$ cat config.mk
export PLATFORM = sky130hd
export DESIGN_NAME = image_mean_squared_error
export DESIGN_NICKNAME = d
export VERILOG_FILES = /design/src/rtl/imse_pkg.sv /design/src/rtl/imse_cfg.sv /design/src/rtl/imse_dp.sv /design/src/rtl/imse_ctrl.sv /design/src/rtl/image_mean_squared_error.sv
export SDC_FILE = /design/constraint.sdc
export NUM_CORES = 2
export LEC_CHECK = 0
export BUFFER_PORTS_ARGS = -buffer_cell sky130_fd_sc_hd__buf_4
export CORE_MARGIN = 3
export CORE_UTILIZATION = 40
export DETAILED_ROUTE_END_ITERATION = 8
export HOLD_SLACK_MARGIN = 0.08
export SLEW_MARGIN = 20
export SYNTH_ARGS = -nofsm -noshare
export SYNTH_HDL_FRONTEND = slang
export SYNTH_SLANG_ARGS = --single-unit
$ cat constraint.sdc
create_clock -name i_clk -period 23.7 [get_ports i_clk]
set_input_delay 3.555 -clock i_clk [delete_from_list [all_inputs] [get_ports i_clk]]
set_output_delay 3.555 -clock i_clk [all_outputs]
set_load 0.05 [all_outputs]
$ cat src/rtl/imse_pkg.sv
// Shared types and constants for the image mean squared error block.
// No dependencies; used by every module under rtl/.
`default_nettype none

package imse_pkg;

    // Accepted format codes ("DIB\0" read little-endian for the DIB code)
    localparam logic [31:0] FMT_RAW = 32'h0000_0000;
    localparam logic [31:0] FMT_DIB = 32'h0042_4944;

    localparam logic [6:0] DEPTH_SUPPORTED = 7'd32;
    localparam int unsigned MAX_DIM = 4096;

    localparam int FMT_W   = 32;
    localparam int DEPTH_W = 7;
    localparam int DIM_W   = 13;
    localparam int CH_W    = 8;
    localparam int SQ_W    = 2 * CH_W;         // one squared difference
    localparam int PIX_W   = SQ_W + 2;         // three squared differences
    localparam int SUM_W   = 42;
    localparam int CNT_W   = 25;
    localparam int LEN_W   = 2 * DIM_W;
    localparam int DVS_W   = CNT_W + 2;        // pixel count times three
    localparam int FRAC_W  = 16;
    localparam int Q_W     = 32;
    localparam int DCNT_W  = $clog2(Q_W);

    localparam int ADDR_W  = 5;
    localparam int DATA_W  = 32;

    // Register map: register i at byte address 4*i
    typedef enum logic [2:0] {
        REG_ORIG_FORMAT = 3'd0,
        REG_CMP_FORMAT  = 3'd1,
        REG_ORIG_DEPTH  = 3'd2,
        REG_CMP_DEPTH   = 3'd3,
        REG_ORIG_WIDTH  = 3'd4,
        REG_ORIG_HEIGHT = 3'd5,
        REG_CMP_WIDTH   = 3'd6,
        REG_CMP_HEIGHT  = 3'd7
    } t_reg_idx;

    localparam logic [FMT_W-1:0]   RST_FORMAT = '0;
    localparam logic [DEPTH_W-1:0] RST_DEPTH  = 7'd32;
    localparam logic [DIM_W-1:0]   RST_DIM    = 13'd1;

    typedef struct packed {
        logic [FMT_W-1:0]   orig_format;
        logic [FMT_W-1:0]   cmp_format;
        logic [DEPTH_W-1:0] orig_depth;
        logic [DEPTH_W-1:0] cmp_depth;
        logic [DIM_W-1:0]   orig_width;
        logic [DIM_W-1:0]   orig_height;
        logic [DIM_W-1:0]   cmp_width;
        logic [DIM_W-1:0]   cmp_height;
    } t_cfg;

    typedef enum logic {
        ST_ACCUM = 1'b0,
        ST_DIV   = 1'b1
    } t_state;

    // Controller to datapath
    typedef struct packed {
        logic pix_acc;     // add the accepted pixel pair
        logic div_load;    // frame done and valid: start the divide
        logic err_load;    // frame done and invalid: post an error result
        logic div_step;    // one quotient bit
        logic res_load;    // capture the quotient as result
    } t_cmd;

    // Datapath to controller
    typedef struct packed {
        logic last_pixel;  // next pixel closes the frame
        logic frame_ok;    // formats, depths and sizes agree and are supported
        logic div_done;    // this step produces the last quotient bit
    } t_sts;

endpackage

`default_nettype wire

$ cat src/rtl/imse_cfg.sv
// Configuration register file with APB-style write and read access.
// Depends on imse_pkg.
`default_nettype none

module imse_cfg (
    input  wire logic                        i_clk,
    input  wire logic                        i_rst_n,
    input  wire logic                        psel,
    input  wire logic                        penable,
    input  wire logic                        pwrite,
    input  wire logic [imse_pkg::ADDR_W-1:0] paddr,
    input  wire logic [imse_pkg::DATA_W-1:0] pwdata,
    output logic      [imse_pkg::DATA_W-1:0] prdata,
    output logic                             pready,
    output imse_pkg::t_cfg                   o_cfg
);

    imse_pkg::t_cfg     r_cfg;
    imse_pkg::t_reg_idx w_idx;
    logic               w_wr;

    assign pready = 1'b1;
    assign w_idx  = imse_pkg::t_reg_idx'(paddr[imse_pkg::ADDR_W-1:2]);
    assign w_wr   = psel && penable && pwrite && pready;
    assign o_cfg  = r_cfg;

    always_ff @(posedge i_clk) begin
        if (!i_rst_n) begin
            r_cfg.orig_format <= imse_pkg::RST_FORMAT;
            r_cfg.cmp_format  <= imse_pkg::RST_FORMAT;
            r_cfg.orig_depth  <= imse_pkg::RST_DEPTH;
            r_cfg.cmp_depth   <= imse_pkg::RST_DEPTH;
            r_cfg.orig_width  <= imse_pkg::RST_DIM;
            r_cfg.orig_height <= imse_pkg::RST_DIM;
            r_cfg.cmp_width   <= imse_pkg::RST_DIM;
            r_cfg.cmp_height  <= imse_pkg::RST_DIM;
        end else if (w_wr) begin
            unique case (w_idx)
                imse_pkg::REG_ORIG_FORMAT: r_cfg.orig_format <= pwdata;
                imse_pkg::REG_CMP_FORMAT:  r_cfg.cmp_format  <= pwdata;
                imse_pkg::REG_ORIG_DEPTH:
                    r_cfg.orig_depth  <= pwdata[imse_pkg::DEPTH_W-1:0];
                imse_pkg::REG_CMP_DEPTH:
                    r_cfg.cmp_depth   <= pwdata[imse_pkg::DEPTH_W-1:0];
                imse_pkg::REG_ORIG_WIDTH:
                    r_cfg.orig_width  <= pwdata[imse_pkg::DIM_W-1:0];
                imse_pkg::REG_ORIG_HEIGHT:
                    r_cfg.orig_height <= pwdata[imse_pkg::DIM_W-1:0];
                imse_pkg::REG_CMP_WIDTH:
                    r_cfg.cmp_width   <= pwdata[imse_pkg::DIM_W-1:0];
                imse_pkg::REG_CMP_HEIGHT:
                    r_cfg.cmp_height  <= pwdata[imse_pkg::DIM_W-1:0];
                default: ;
            endcase
        end
    end

    always_comb begin
        unique case (w_idx)
            imse_pkg::REG_ORIG_FORMAT: prdata = r_cfg.orig_format;
            imse_pkg::REG_CMP_FORMAT:  prdata = r_cfg.cmp_format;
            imse_pkg::REG_ORIG_DEPTH:
                prdata = imse_pkg::DATA_W'(r_cfg.orig_depth);
            imse_pkg::REG_CMP_DEPTH:
                prdata = imse_pkg::DATA_W'(r_cfg.cmp_depth);
            imse_pkg::REG_ORIG_WIDTH:
                prdata = imse_pkg::DATA_W'(r_cfg.orig_width);
            imse_pkg::REG_ORIG_HEIGHT:
                prdata = imse_pkg::DATA_W'(r_cfg.orig_height);
            imse_pkg::REG_CMP_WIDTH:
                prdata = imse_pkg::DATA_W'(r_cfg.cmp_width);
            imse_pkg::REG_CMP_HEIGHT:
                prdata = imse_pkg::DATA_W'(r_cfg.cmp_height);
            default: prdata = '0;
        endcase
    end

endmodule

`default_nettype wire

$ cat src/rtl/imse_dp.sv
// Datapath: squared-difference accumulator, pixel counter, frame checks,
// bit-serial restoring divider and result register. Depends on imse_pkg.
`default_nettype none

module imse_dp (
    input  wire logic                       i_clk,
    input  wire logic                       i_rst_n,
    input  wire imse_pkg::t_cfg             i_cfg,
    input  wire imse_pkg::t_cmd             i_cmd,
    output imse_pkg::t_sts                  o_sts,
    input  wire logic [imse_pkg::CH_W-1:0]  i_orig_c0,
    input  wire logic [imse_pkg::CH_W-1:0]  i_orig_c1,
    input  wire logic [imse_pkg::CH_W-1:0]  i_orig_c2,
    input  wire logic [imse_pkg::CH_W-1:0]  i_cmp_c0,
    input  wire logic [imse_pkg::CH_W-1:0]  i_cmp_c1,
    input  wire logic [imse_pkg::CH_W-1:0]  i_cmp_c2,
    output logic                            o_status,
    output logic      [imse_pkg::Q_W-1:0]   o_mse_q16
);

    function automatic logic [imse_pkg::SQ_W-1:0] sq_diff(
        input logic [imse_pkg::CH_W-1:0] a,
        input logic [imse_pkg::CH_W-1:0] b
    );
        logic [imse_pkg::CH_W-1:0] d;
        d = (a > b) ? (a - b) : (b - a);
        return imse_pkg::SQ_W'(d) * imse_pkg::SQ_W'(d);
    endfunction

    function automatic logic dim_ok(input logic [imse_pkg::DIM_W-1:0] d);
        return (d != '0) && (32'(d) <= imse_pkg::MAX_DIM);
    endfunction

    logic [imse_pkg::SUM_W-1:0]  r_sum, n_sum;
    logic [imse_pkg::CNT_W-1:0]  r_cnt, n_cnt;
    logic [imse_pkg::PIX_W-1:0]  w_pix;
    logic [imse_pkg::LEN_W-1:0]  w_len;
    logic                        w_dims_ok;

    logic [imse_pkg::DVS_W-1:0]  r_rem, n_rem;
    logic [imse_pkg::DVS_W-1:0]  r_dvs;
    logic [imse_pkg::Q_W-1:0]    r_dvd, r_quo, n_quo;
    logic [imse_pkg::DCNT_W-1:0] r_dcnt;
    logic [imse_pkg::DVS_W:0]    w_trial;
    logic                        w_qbit;

    logic                        r_status;
    logic [imse_pkg::Q_W-1:0]    r_mse_q16;

    // Per-pixel error and running totals
    assign w_pix = imse_pkg::PIX_W'(sq_diff(i_orig_c0, i_cmp_c0))
                 + imse_pkg::PIX_W'(sq_diff(i_orig_c1, i_cmp_c1))
                 + imse_pkg::PIX_W'(sq_diff(i_orig_c2, i_cmp_c2));
    assign n_sum = r_sum + imse_pkg::SUM_W'(w_pix);
    assign n_cnt = r_cnt + 1'b1;

    // Frame length; an out-of-range size closes the frame after one pixel
    assign w_dims_ok = dim_ok(i_cfg.orig_width) && dim_ok(i_cfg.orig_height);
    assign w_len = w_dims_ok ? (imse_pkg::LEN_W'(i_cfg.orig_width)
                               * imse_pkg::LEN_W'(i_cfg.orig_height))
                             : imse_pkg::LEN_W'(1);

    assign o_sts.last_pixel = (imse_pkg::LEN_W'(n_cnt) >= w_len);
    assign o_sts.frame_ok   = (i_cfg.orig_format == i_cfg.cmp_format)
                           && (i_cfg.orig_depth == i_cfg.cmp_depth)
                           && (i_cfg.orig_width == i_cfg.cmp_width)
                           && (i_cfg.orig_height == i_cfg.cmp_height)
                           && ((i_cfg.orig_format == imse_pkg::FMT_RAW)
                               || (i_cfg.orig_format == imse_pkg::FMT_DIB))
                           && (i_cfg.orig_depth == imse_pkg::DEPTH_SUPPORTED)
                           && w_dims_ok;
    assign o_sts.div_done   = (r_dcnt == imse_pkg::DCNT_W'(imse_pkg::Q_W - 1));

    always_ff @(posedge i_clk) begin
        if (!i_rst_n) begin
            r_sum <= '0;
            r_cnt <= '0;
        end else if (i_cmd.pix_acc) begin
            if (o_sts.last_pixel) begin
                r_sum <= '0;
                r_cnt <= '0;
            end else begin
                r_sum <= n_sum;
                r_cnt <= n_cnt;
            end
        end
    end

    // One quotient bit per cycle; remainder stays below the divisor
    assign w_trial = {r_rem, r_dvd[imse_pkg::Q_W-1]};
    assign w_qbit  = (w_trial >= {1'b0, r_dvs});
    assign n_rem   = w_qbit ? imse_pkg::DVS_W'(w_trial - {1'b0, r_dvs})
                            : w_trial[imse_pkg::DVS_W-1:0];
    assign n_quo   = {r_quo[imse_pkg::Q_W-2:0], w_qbit};

    always_ff @(posedge i_clk) begin
        if (i_cmd.div_load) begin
            r_rem <= imse_pkg::DVS_W'(n_sum[imse_pkg::SUM_W-1:imse_pkg::FRAC_W]);
            r_dvd <= {n_sum[imse_pkg::FRAC_W-1:0], imse_pkg::FRAC_W'(0)};
            r_dvs <= (imse_pkg::DVS_W'(n_cnt) << 1) + imse_pkg::DVS_W'(n_cnt);
            r_quo <= '0;
        end else if (i_cmd.div_step) begin
            r_rem <= n_rem;
            r_dvd <= {r_dvd[imse_pkg::Q_W-2:0], 1'b0};
            r_quo <= n_quo;
        end
    end

    always_ff @(posedge i_clk) begin
        if (!i_rst_n) begin
            r_dcnt <= '0;
        end else if (i_cmd.div_load) begin
            r_dcnt <= '0;
        end else if (i_cmd.div_step) begin
            r_dcnt <= r_dcnt + 1'b1;
        end
    end

    // Result register
    always_ff @(posedge i_clk) begin
        if (i_cmd.err_load) begin
            r_status  <= 1'b1;
            r_mse_q16 <= '0;
        end else if (i_cmd.res_load) begin
            r_status  <= 1'b0;
            r_mse_q16 <= n_quo;
        end
    end

    assign o_status  = r_status;
    assign o_mse_q16 = r_mse_q16;

endmodule

`default_nettype wire

$ cat src/rtl/imse_ctrl.sv
// Controller: handshakes, accumulate/divide sequencing, result valid flag.
// Depends on imse_pkg.
`default_nettype none

module imse_ctrl (
    input  wire logic     i_clk,
    input  wire logic     i_rst_n,
    input  wire logic     i_valid,
    output logic          o_ready,
    output logic          o_valid,
    input  wire logic     i_ready,
    input  wire imse_pkg::t_sts i_sts,
    output imse_pkg::t_cmd o_cmd
);

    imse_pkg::t_state r_state, n_state;
    logic             r_out_valid, n_out_valid;
    logic             w_in_fire;

    assign o_valid   = r_out_valid;
    // Hold off the closing pixel while the previous result is still unread
    assign o_ready   = (r_state == imse_pkg::ST_ACCUM)
                    && !(r_out_valid && i_sts.last_pixel);
    assign w_in_fire = i_valid && o_ready;

    always_comb begin
        n_state = r_state;
        unique case (r_state)
            imse_pkg::ST_ACCUM:
                if (w_in_fire && i_sts.last_pixel && i_sts.frame_ok) begin
                    n_state = imse_pkg::ST_DIV;
                end
            imse_pkg::ST_DIV:
                if (i_sts.div_done) begin
                    n_state = imse_pkg::ST_ACCUM;
                end
            default: n_state = imse_pkg::ST_ACCUM;
        endcase
    end

    always_comb begin
        o_cmd          = '0;
        o_cmd.pix_acc  = w_in_fire;
        o_cmd.div_load = w_in_fire && i_sts.last_pixel && i_sts.frame_ok;
        o_cmd.err_load = w_in_fire && i_sts.last_pixel && !i_sts.frame_ok;
        o_cmd.div_step = (r_state == imse_pkg::ST_DIV);
        o_cmd.res_load = (r_state == imse_pkg::ST_DIV) && i_sts.div_done;
        n_out_valid    = (r_out_valid && !i_ready) || o_cmd.err_load
                      || o_cmd.res_load;
    end

    always_ff @(posedge i_clk) begin
        if (!i_rst_n) begin
            r_state     <= imse_pkg::ST_ACCUM;
            r_out_valid <= 1'b0;
        end else begin
            r_state     <= n_state;
            r_out_valid <= n_out_valid;
        end
    end

endmodule

`default_nettype wire

$ cat src/rtl/image_mean_squared_error.sv
// Top level of the image mean squared error block.
// Depends on imse_pkg, imse_cfg, imse_ctrl and imse_dp.
//
// Streams pixel pairs (three 8-bit channels of an original and a compared
// pixel) and returns one result per frame of orig_width * orig_height pixels:
// the sum of squared channel differences divided by three times the pixel
// count, unsigned Q16.16 with the fraction truncated, plus a status bit that
// is 1 (and the value 0) when formats, depths or sizes disagree, the format
// is neither raw nor DIB, the depth is not 32, or a size is outside 1..4096.
// Within a frame the block takes one item per cycle. On the closing item of
// a valid frame a bit-serial restoring divider runs, one quotient bit a cycle,
// and no item is taken meanwhile; an invalid frame posts its result at once.
// A result sits in an output register, so the next frame streams in while it
// waits; only the closing item of that frame waits until the previous result
// is taken. Write the registers only while idle.
`default_nettype none

module image_mean_squared_error (
    input  wire logic                        i_clk,
    input  wire logic                        i_rst_n,
    // configuration port
    input  wire logic                        psel,
    input  wire logic                        penable,
    input  wire logic                        pwrite,
    input  wire logic [imse_pkg::ADDR_W-1:0] paddr,
    input  wire logic [imse_pkg::DATA_W-1:0] pwdata,
    output logic      [imse_pkg::DATA_W-1:0] prdata,
    output logic                             pready,
    // pixel pair input
    input  wire logic                        i_valid,
    output logic                             o_ready,
    input  wire logic [imse_pkg::CH_W-1:0]   i_orig_c0,
    input  wire logic [imse_pkg::CH_W-1:0]   i_orig_c1,
    input  wire logic [imse_pkg::CH_W-1:0]   i_orig_c2,
    input  wire logic [imse_pkg::CH_W-1:0]   i_cmp_c0,
    input  wire logic [imse_pkg::CH_W-1:0]   i_cmp_c1,
    input  wire logic [imse_pkg::CH_W-1:0]   i_cmp_c2,
    // result output
    output logic                             o_valid,
    input  wire logic                        i_ready,
    output logic                             o_status,
    output logic      [imse_pkg::Q_W-1:0]    o_mse_q16
);

    imse_pkg::t_cfg w_cfg;
    imse_pkg::t_cmd w_cmd;
    imse_pkg::t_sts w_sts;

    // Register file; values are sampled live by the frame checks
    imse_cfg u_cfg (
        .i_clk   (i_clk),
        .i_rst_n (i_rst_n),
        .psel    (psel),
        .penable (penable),
        .pwrite  (pwrite),
        .paddr   (paddr),
        .pwdata  (pwdata),
        .prdata  (prdata),
        .pready  (pready),
        .o_cfg   (w_cfg)
    );

    // Sequencing: accumulate, divide, hold the result until taken
    imse_ctrl u_ctrl (
        .i_clk   (i_clk),
        .i_rst_n (i_rst_n),
        .i_valid (i_valid),
        .o_ready (o_ready),
        .o_valid (o_valid),
        .i_ready (i_ready),
        .i_sts   (w_sts),
        .o_cmd   (w_cmd)
    );

    // Arithmetic: squared differences, totals, divider, result register
    imse_dp u_dp (
        .i_clk     (i_clk),
        .i_rst_n   (i_rst_n),
        .i_cfg     (w_cfg),
        .i_cmd     (w_cmd),
        .o_sts     (w_sts),
        .i_orig_c0 (i_orig_c0),
        .i_orig_c1 (i_orig_c1),
        .i_orig_c2 (i_orig_c2),
        .i_cmp_c0  (i_cmp_c0),
        .i_cmp_c1  (i_cmp_c1),
        .i_cmp_c2  (i_cmp_c2),
        .o_status  (o_status),
        .o_mse_q16 (o_mse_q16)
    );

endmodule

`default_nettype wire
==> flow_summary_export.csv <==
group,metric,value,unit
run_status,status,"complete, no violations",
detailed_routing,avgViaCountPerCell,5.19,
synthesis,ys_async_sr_fraction,0,%
global_route,grt-ovfl-total,0,
synthesis,synth.ff_latch_count,338,
sta,finClkSkew,0.0178,ns
cells_and_area,final_net_count,4475,
critical_path,cp.required,23.99,ns
floorplanning,floorplan.initialDensity,40.4,%
critical_path,crit_path_start,"i_orig_c1[0]",
global_route,grt_util_all_layers,19.4,%
cells_and_area,nFillCells,7928,
floorplanning,coreArea,79100,um2
clock_network,cts.hold.buffers_added,0,
hold_path,timing.hold.worst.start,"u_dp.o_mse_q16[29]$_SDFFE_PP0P_",
cells_and_area,drive_above_1_share,8.14,%
critical_path,worstSetupPathType,"input pin to register",
floorplanning,io-pin-count,160,
detailed_routing,drcViolationCount,0,
synthesis,yosysWarnings,0,
sta,final_max_slew_viol_count,0,
clock_network,tritoncts,"done",
floorplanning,chipHeight,289,um
clock_network,worst_setup_hold_path_clk_slew,0.06,ns
clock_network,clkLatencyLatePin,0.57,ns
critical_path,critPathMaxStageDelay,0.72,ns
sta,layout_min_cycle_time,17.12,ns
floorplanning,chipWidth,289,um
clock_network,cts_setup_buffers,0,
synthesis,synth_fp_nets,4415,
placed_design,place_congestion,0.902,
synthesis,mux_share_of_post_synthesis_cell_area,5.19,%
clock_network,cts_sinks,338,
cells_and_area,syn_to_final_growth,10.6,%
critical_path,worst_path_max_delay_cell,"sky130_fd_sc_hd__o21ai_1",
global_route,initial_antenna_violation_count,7,
floorplanning,fp.dieArea,83400,um2
detailed_routing,wl_met3,3970,um
synthesis,synth_compound_area_share,13.3,%
hold_path,worst_hold_path_type,"register to register",
synthesis,synth_top_family_by_area,"adder cells",
sta,slew_at_the_pin_with_the_worst_max_slew_slack,0.952,ns
critical_path,crit_path_frequent_cell,"sky130_fd_sc_hd__fa_1",
clock_network,clk_root_buffer_cell,"sky130_fd_sc_hd__clkbuf_16",
clock_network,cts-root-to-sink-buffers,3,
detailed_routing,final_antenna_net_count,0,
critical_path,setup.worst_path.start_class,"input pin",
global_route,grt_pass1_vias,24800,
synthesis,synth.cell_area,32000,um2
floorplanning,placementRows,103,
detailed_routing,route.final.wire_length,82000,um
synthesis,synth-adder-area-share,27.5,%
synthesis,synthesized_instance_count,3767,
synthesis,synth_area_per_cell,8.49,um2
sta,slew_headroom,36.3,%
detailed_routing,firstDrtPassIters,5,
clock_network,post_cts_resize_count,0,
synthesis,synth.yosys.seq_area_share,23.3,%
detailed_routing,dr_wl_met2,38500,um
cells_and_area,area.sequential,7460,um2
detailed_routing,met1Wirelength,37400,um
detailed_routing,first_iter_violations,1481,
synthesis,count_of_different_cell_masters_after_synthesis,81,
sta,rsz0062_at_grt,"no",
sta,max_freq,58.4,MHz
critical_path,worst_setup_path_end_kind,"register",
critical_path,critical_path_peak_fanout,9,
clock_network,number_of_buffers_created_by_cts,39,
synthesis,synth_ff_type,"sky130_fd_sc_hd__dfxtp_1",
global_route,grt_max_degree,72,
global_route,grt_first_pass_wirelength,132000,um
sta,timing.final.hold_violations,0,
detailed_routing,average_routed_wire_per_standard_cell,16.7,um
placed_design,placement.io_buffers,156,
sta,timing.final.setup_violations,0,
sta,final_worst_path_cycle_share,72.2,%
cells_and_area,multi_input_area,22200,um2
flow_run,timing.max_cap.violations,0,
detailed_routing,dr_total_vias,25500,
sta,setup-tns-final,0,ns
synthesis,yosys.area_share.xor_xnor,6.43,%
critical_path,arrival,17.42,ns
synthesis,synth_enable_flop_cells,69,
critical_path,worstReg2RegStart,"u_cfg.o_cfg[45]$_SDFFE_PN0P_",
placed_design,dp_hpwl,62100,um
synthesis,post_synth_and_or_nand_nor_area_fraction,16.7,%
detailed_routing,maxUsedRoutingLayer,"met5",
clock_network,cts_htree_levels,2,
critical path: cells and delay by family:
family / cells / cell delay [ns]
adder cells (fa/ha/maj): 14 / 6.18
AO/OA/AOI/OAI: 13 / 3.96
XOR/XNOR: 5 / 1.45
AND/OR/NAND/NOR: 5 / 1.18
buffers and inverters: 10 / 0.60
multiplexers: 2 / 0.46
worst paths after layout:
| check | end | slack [ns] | depth (start not counted) |
|---|---|---|---|
| worst min-delay path | u_dp.o_mse_q16[29]$_SDFFE_PP0P_ | 0.45 | 2 |
| worst max-delay path | u_dp.r_rem[24]$_DFFE_PP_ | 6.58 | 49 |
| worst max register to register | u_dp.r_rem[6]$_DFFE_PP_ | 14.81 | 28 |
| worst min register to register | u_dp.o_mse_q16[29]$_SDFFE_PP0P_ | 0.45 | 2 |
layout make-up:
type,instances,area share (%)
multi-input combinational,2808,62.7
timing repair buffer,187,3.97
clock inverter,11,0.368
antenna,5,0.0353
tap,1050,3.71
inverter,453,4.81
sequential,338,21.1
clock buffer,59,3.38
cell usage after synthesis, types with 22 or more instances:
cell type / number / share of area [%]
sky130_fd_sc_hd__dfxtp_1: 269 / 17
sky130_fd_sc_hd__fa_1: 247 / 15
sky130_fd_sc_hd__nor3_1: 31 / 0.48
sky130_fd_sc_hd__a31oi_1: 40 / 0.78
sky130_fd_sc_hd__o21ai_0: 93 / 1.5
sky130_fd_sc_hd__and3_1: 32 / 0.63
sky130_fd_sc_hd__edfxtp_1: 69 / 6.5
sky130_fd_sc_hd__inv_1: 450 / 5.3
sky130_fd_sc_hd__nand3_1: 73 / 1.1
sky130_fd_sc_hd__nand2b_1: 29 / 0.57
sky130_fd_sc_hd__nor2_1: 255 / 3.0
sky130_fd_sc_hd__o21a_1: 28 / 0.66
sky130_fd_sc_hd__ha_1: 309 / 12
sky130_fd_sc_hd__a21oi_1: 279 / 4.4
sky130_fd_sc_hd__xnor2_1: 162 / 4.4
sky130_fd_sc_hd__mux2i_1: 123 / 3.8
sky130_fd_sc_hd__clkbuf_1: 130 / 1.5
sky130_fd_sc_hd__or3_1: 25 / 0.49
sky130_fd_sc_hd__and2_1: 68 / 1.3
sky130_fd_sc_hd__nor2b_1: 24 / 0.47
sky130_fd_sc_hd__xor2_1: 73 / 2.0
sky130_fd_sc_hd__a22o_1: 44 / 1.2
sky130_fd_sc_hd__nand4_1: 40 / 0.78
sky130_fd_sc_hd__o21ai_1: 22 / 0.34
sky130_fd_sc_hd__nand2_1: 539 / 6.3
sky130_fd_sc_hd__a21o_1: 38 / 0.89
metal layers:
metal,track usage [%],up-vias
li1,-,12700
met4,5.49,4
met2,32.4,549
met1,26.1,12100
met5,0,-
met3,2.93,120
per-stage QoR:
stage          setup WS (ns)  cells  cell area [um2]  utilization, %  hold WS [ns]
5_1_grt                 5.60   4909            35400            44.7         0.472
6_report                6.58   4911            35400            44.7         0.452
4_1_cts                 6.59   4906            35400            44.7         0.453
3_5_place_dp            6.00   4836            34100            43.0         0.441
2_1_floorplan           8.05   3767            32000               -         0.430
3_3_place_gp            6.04   4836            34100            43.0         0.438
flip-flops by register name, summed over array words and instances (netlist names):
name and count:
u_cfg.o_cfg 130, u_ctrl.o_valid 1, u_ctrl.r_state 1, u_dp.o_mse_q16 32, u_dp.o_status 1, u_dp.r_cnt 25, u_dp.r_dcnt 5, u_dp.r_dvd 16
u_dp.r_dvs 27, u_dp.r_quo 31, u_dp.r_rem 27, u_dp.r_sum 42
logic make-up (layout without fill, tap and decap cells):
group           Yosys count  count (layout)
mux                     153             153
fa+ha+maj               556             556
other cells               1               6
simple gates           1184            1184
buf+inv                 621             710
flops                   338             338
xor+xnor                235             235
compound gates          679             679
layout by cell type (no fill, tap or decap), drive strengths merged, types with 115 or more instances in the layout:
cell   synthesis  final
o21ai        115    115
buf           38    187
nand2        540    540
a21oi        279    279
fa           247    247
dfxtp        269    269
mux2i        123    123
inv          452    455
ha           309    309
nor2         255    255
xnor2        162    162
Power is not shown: default switching activity piles up to over one toggle a cycle in this logic, so the estimate is an artifact.
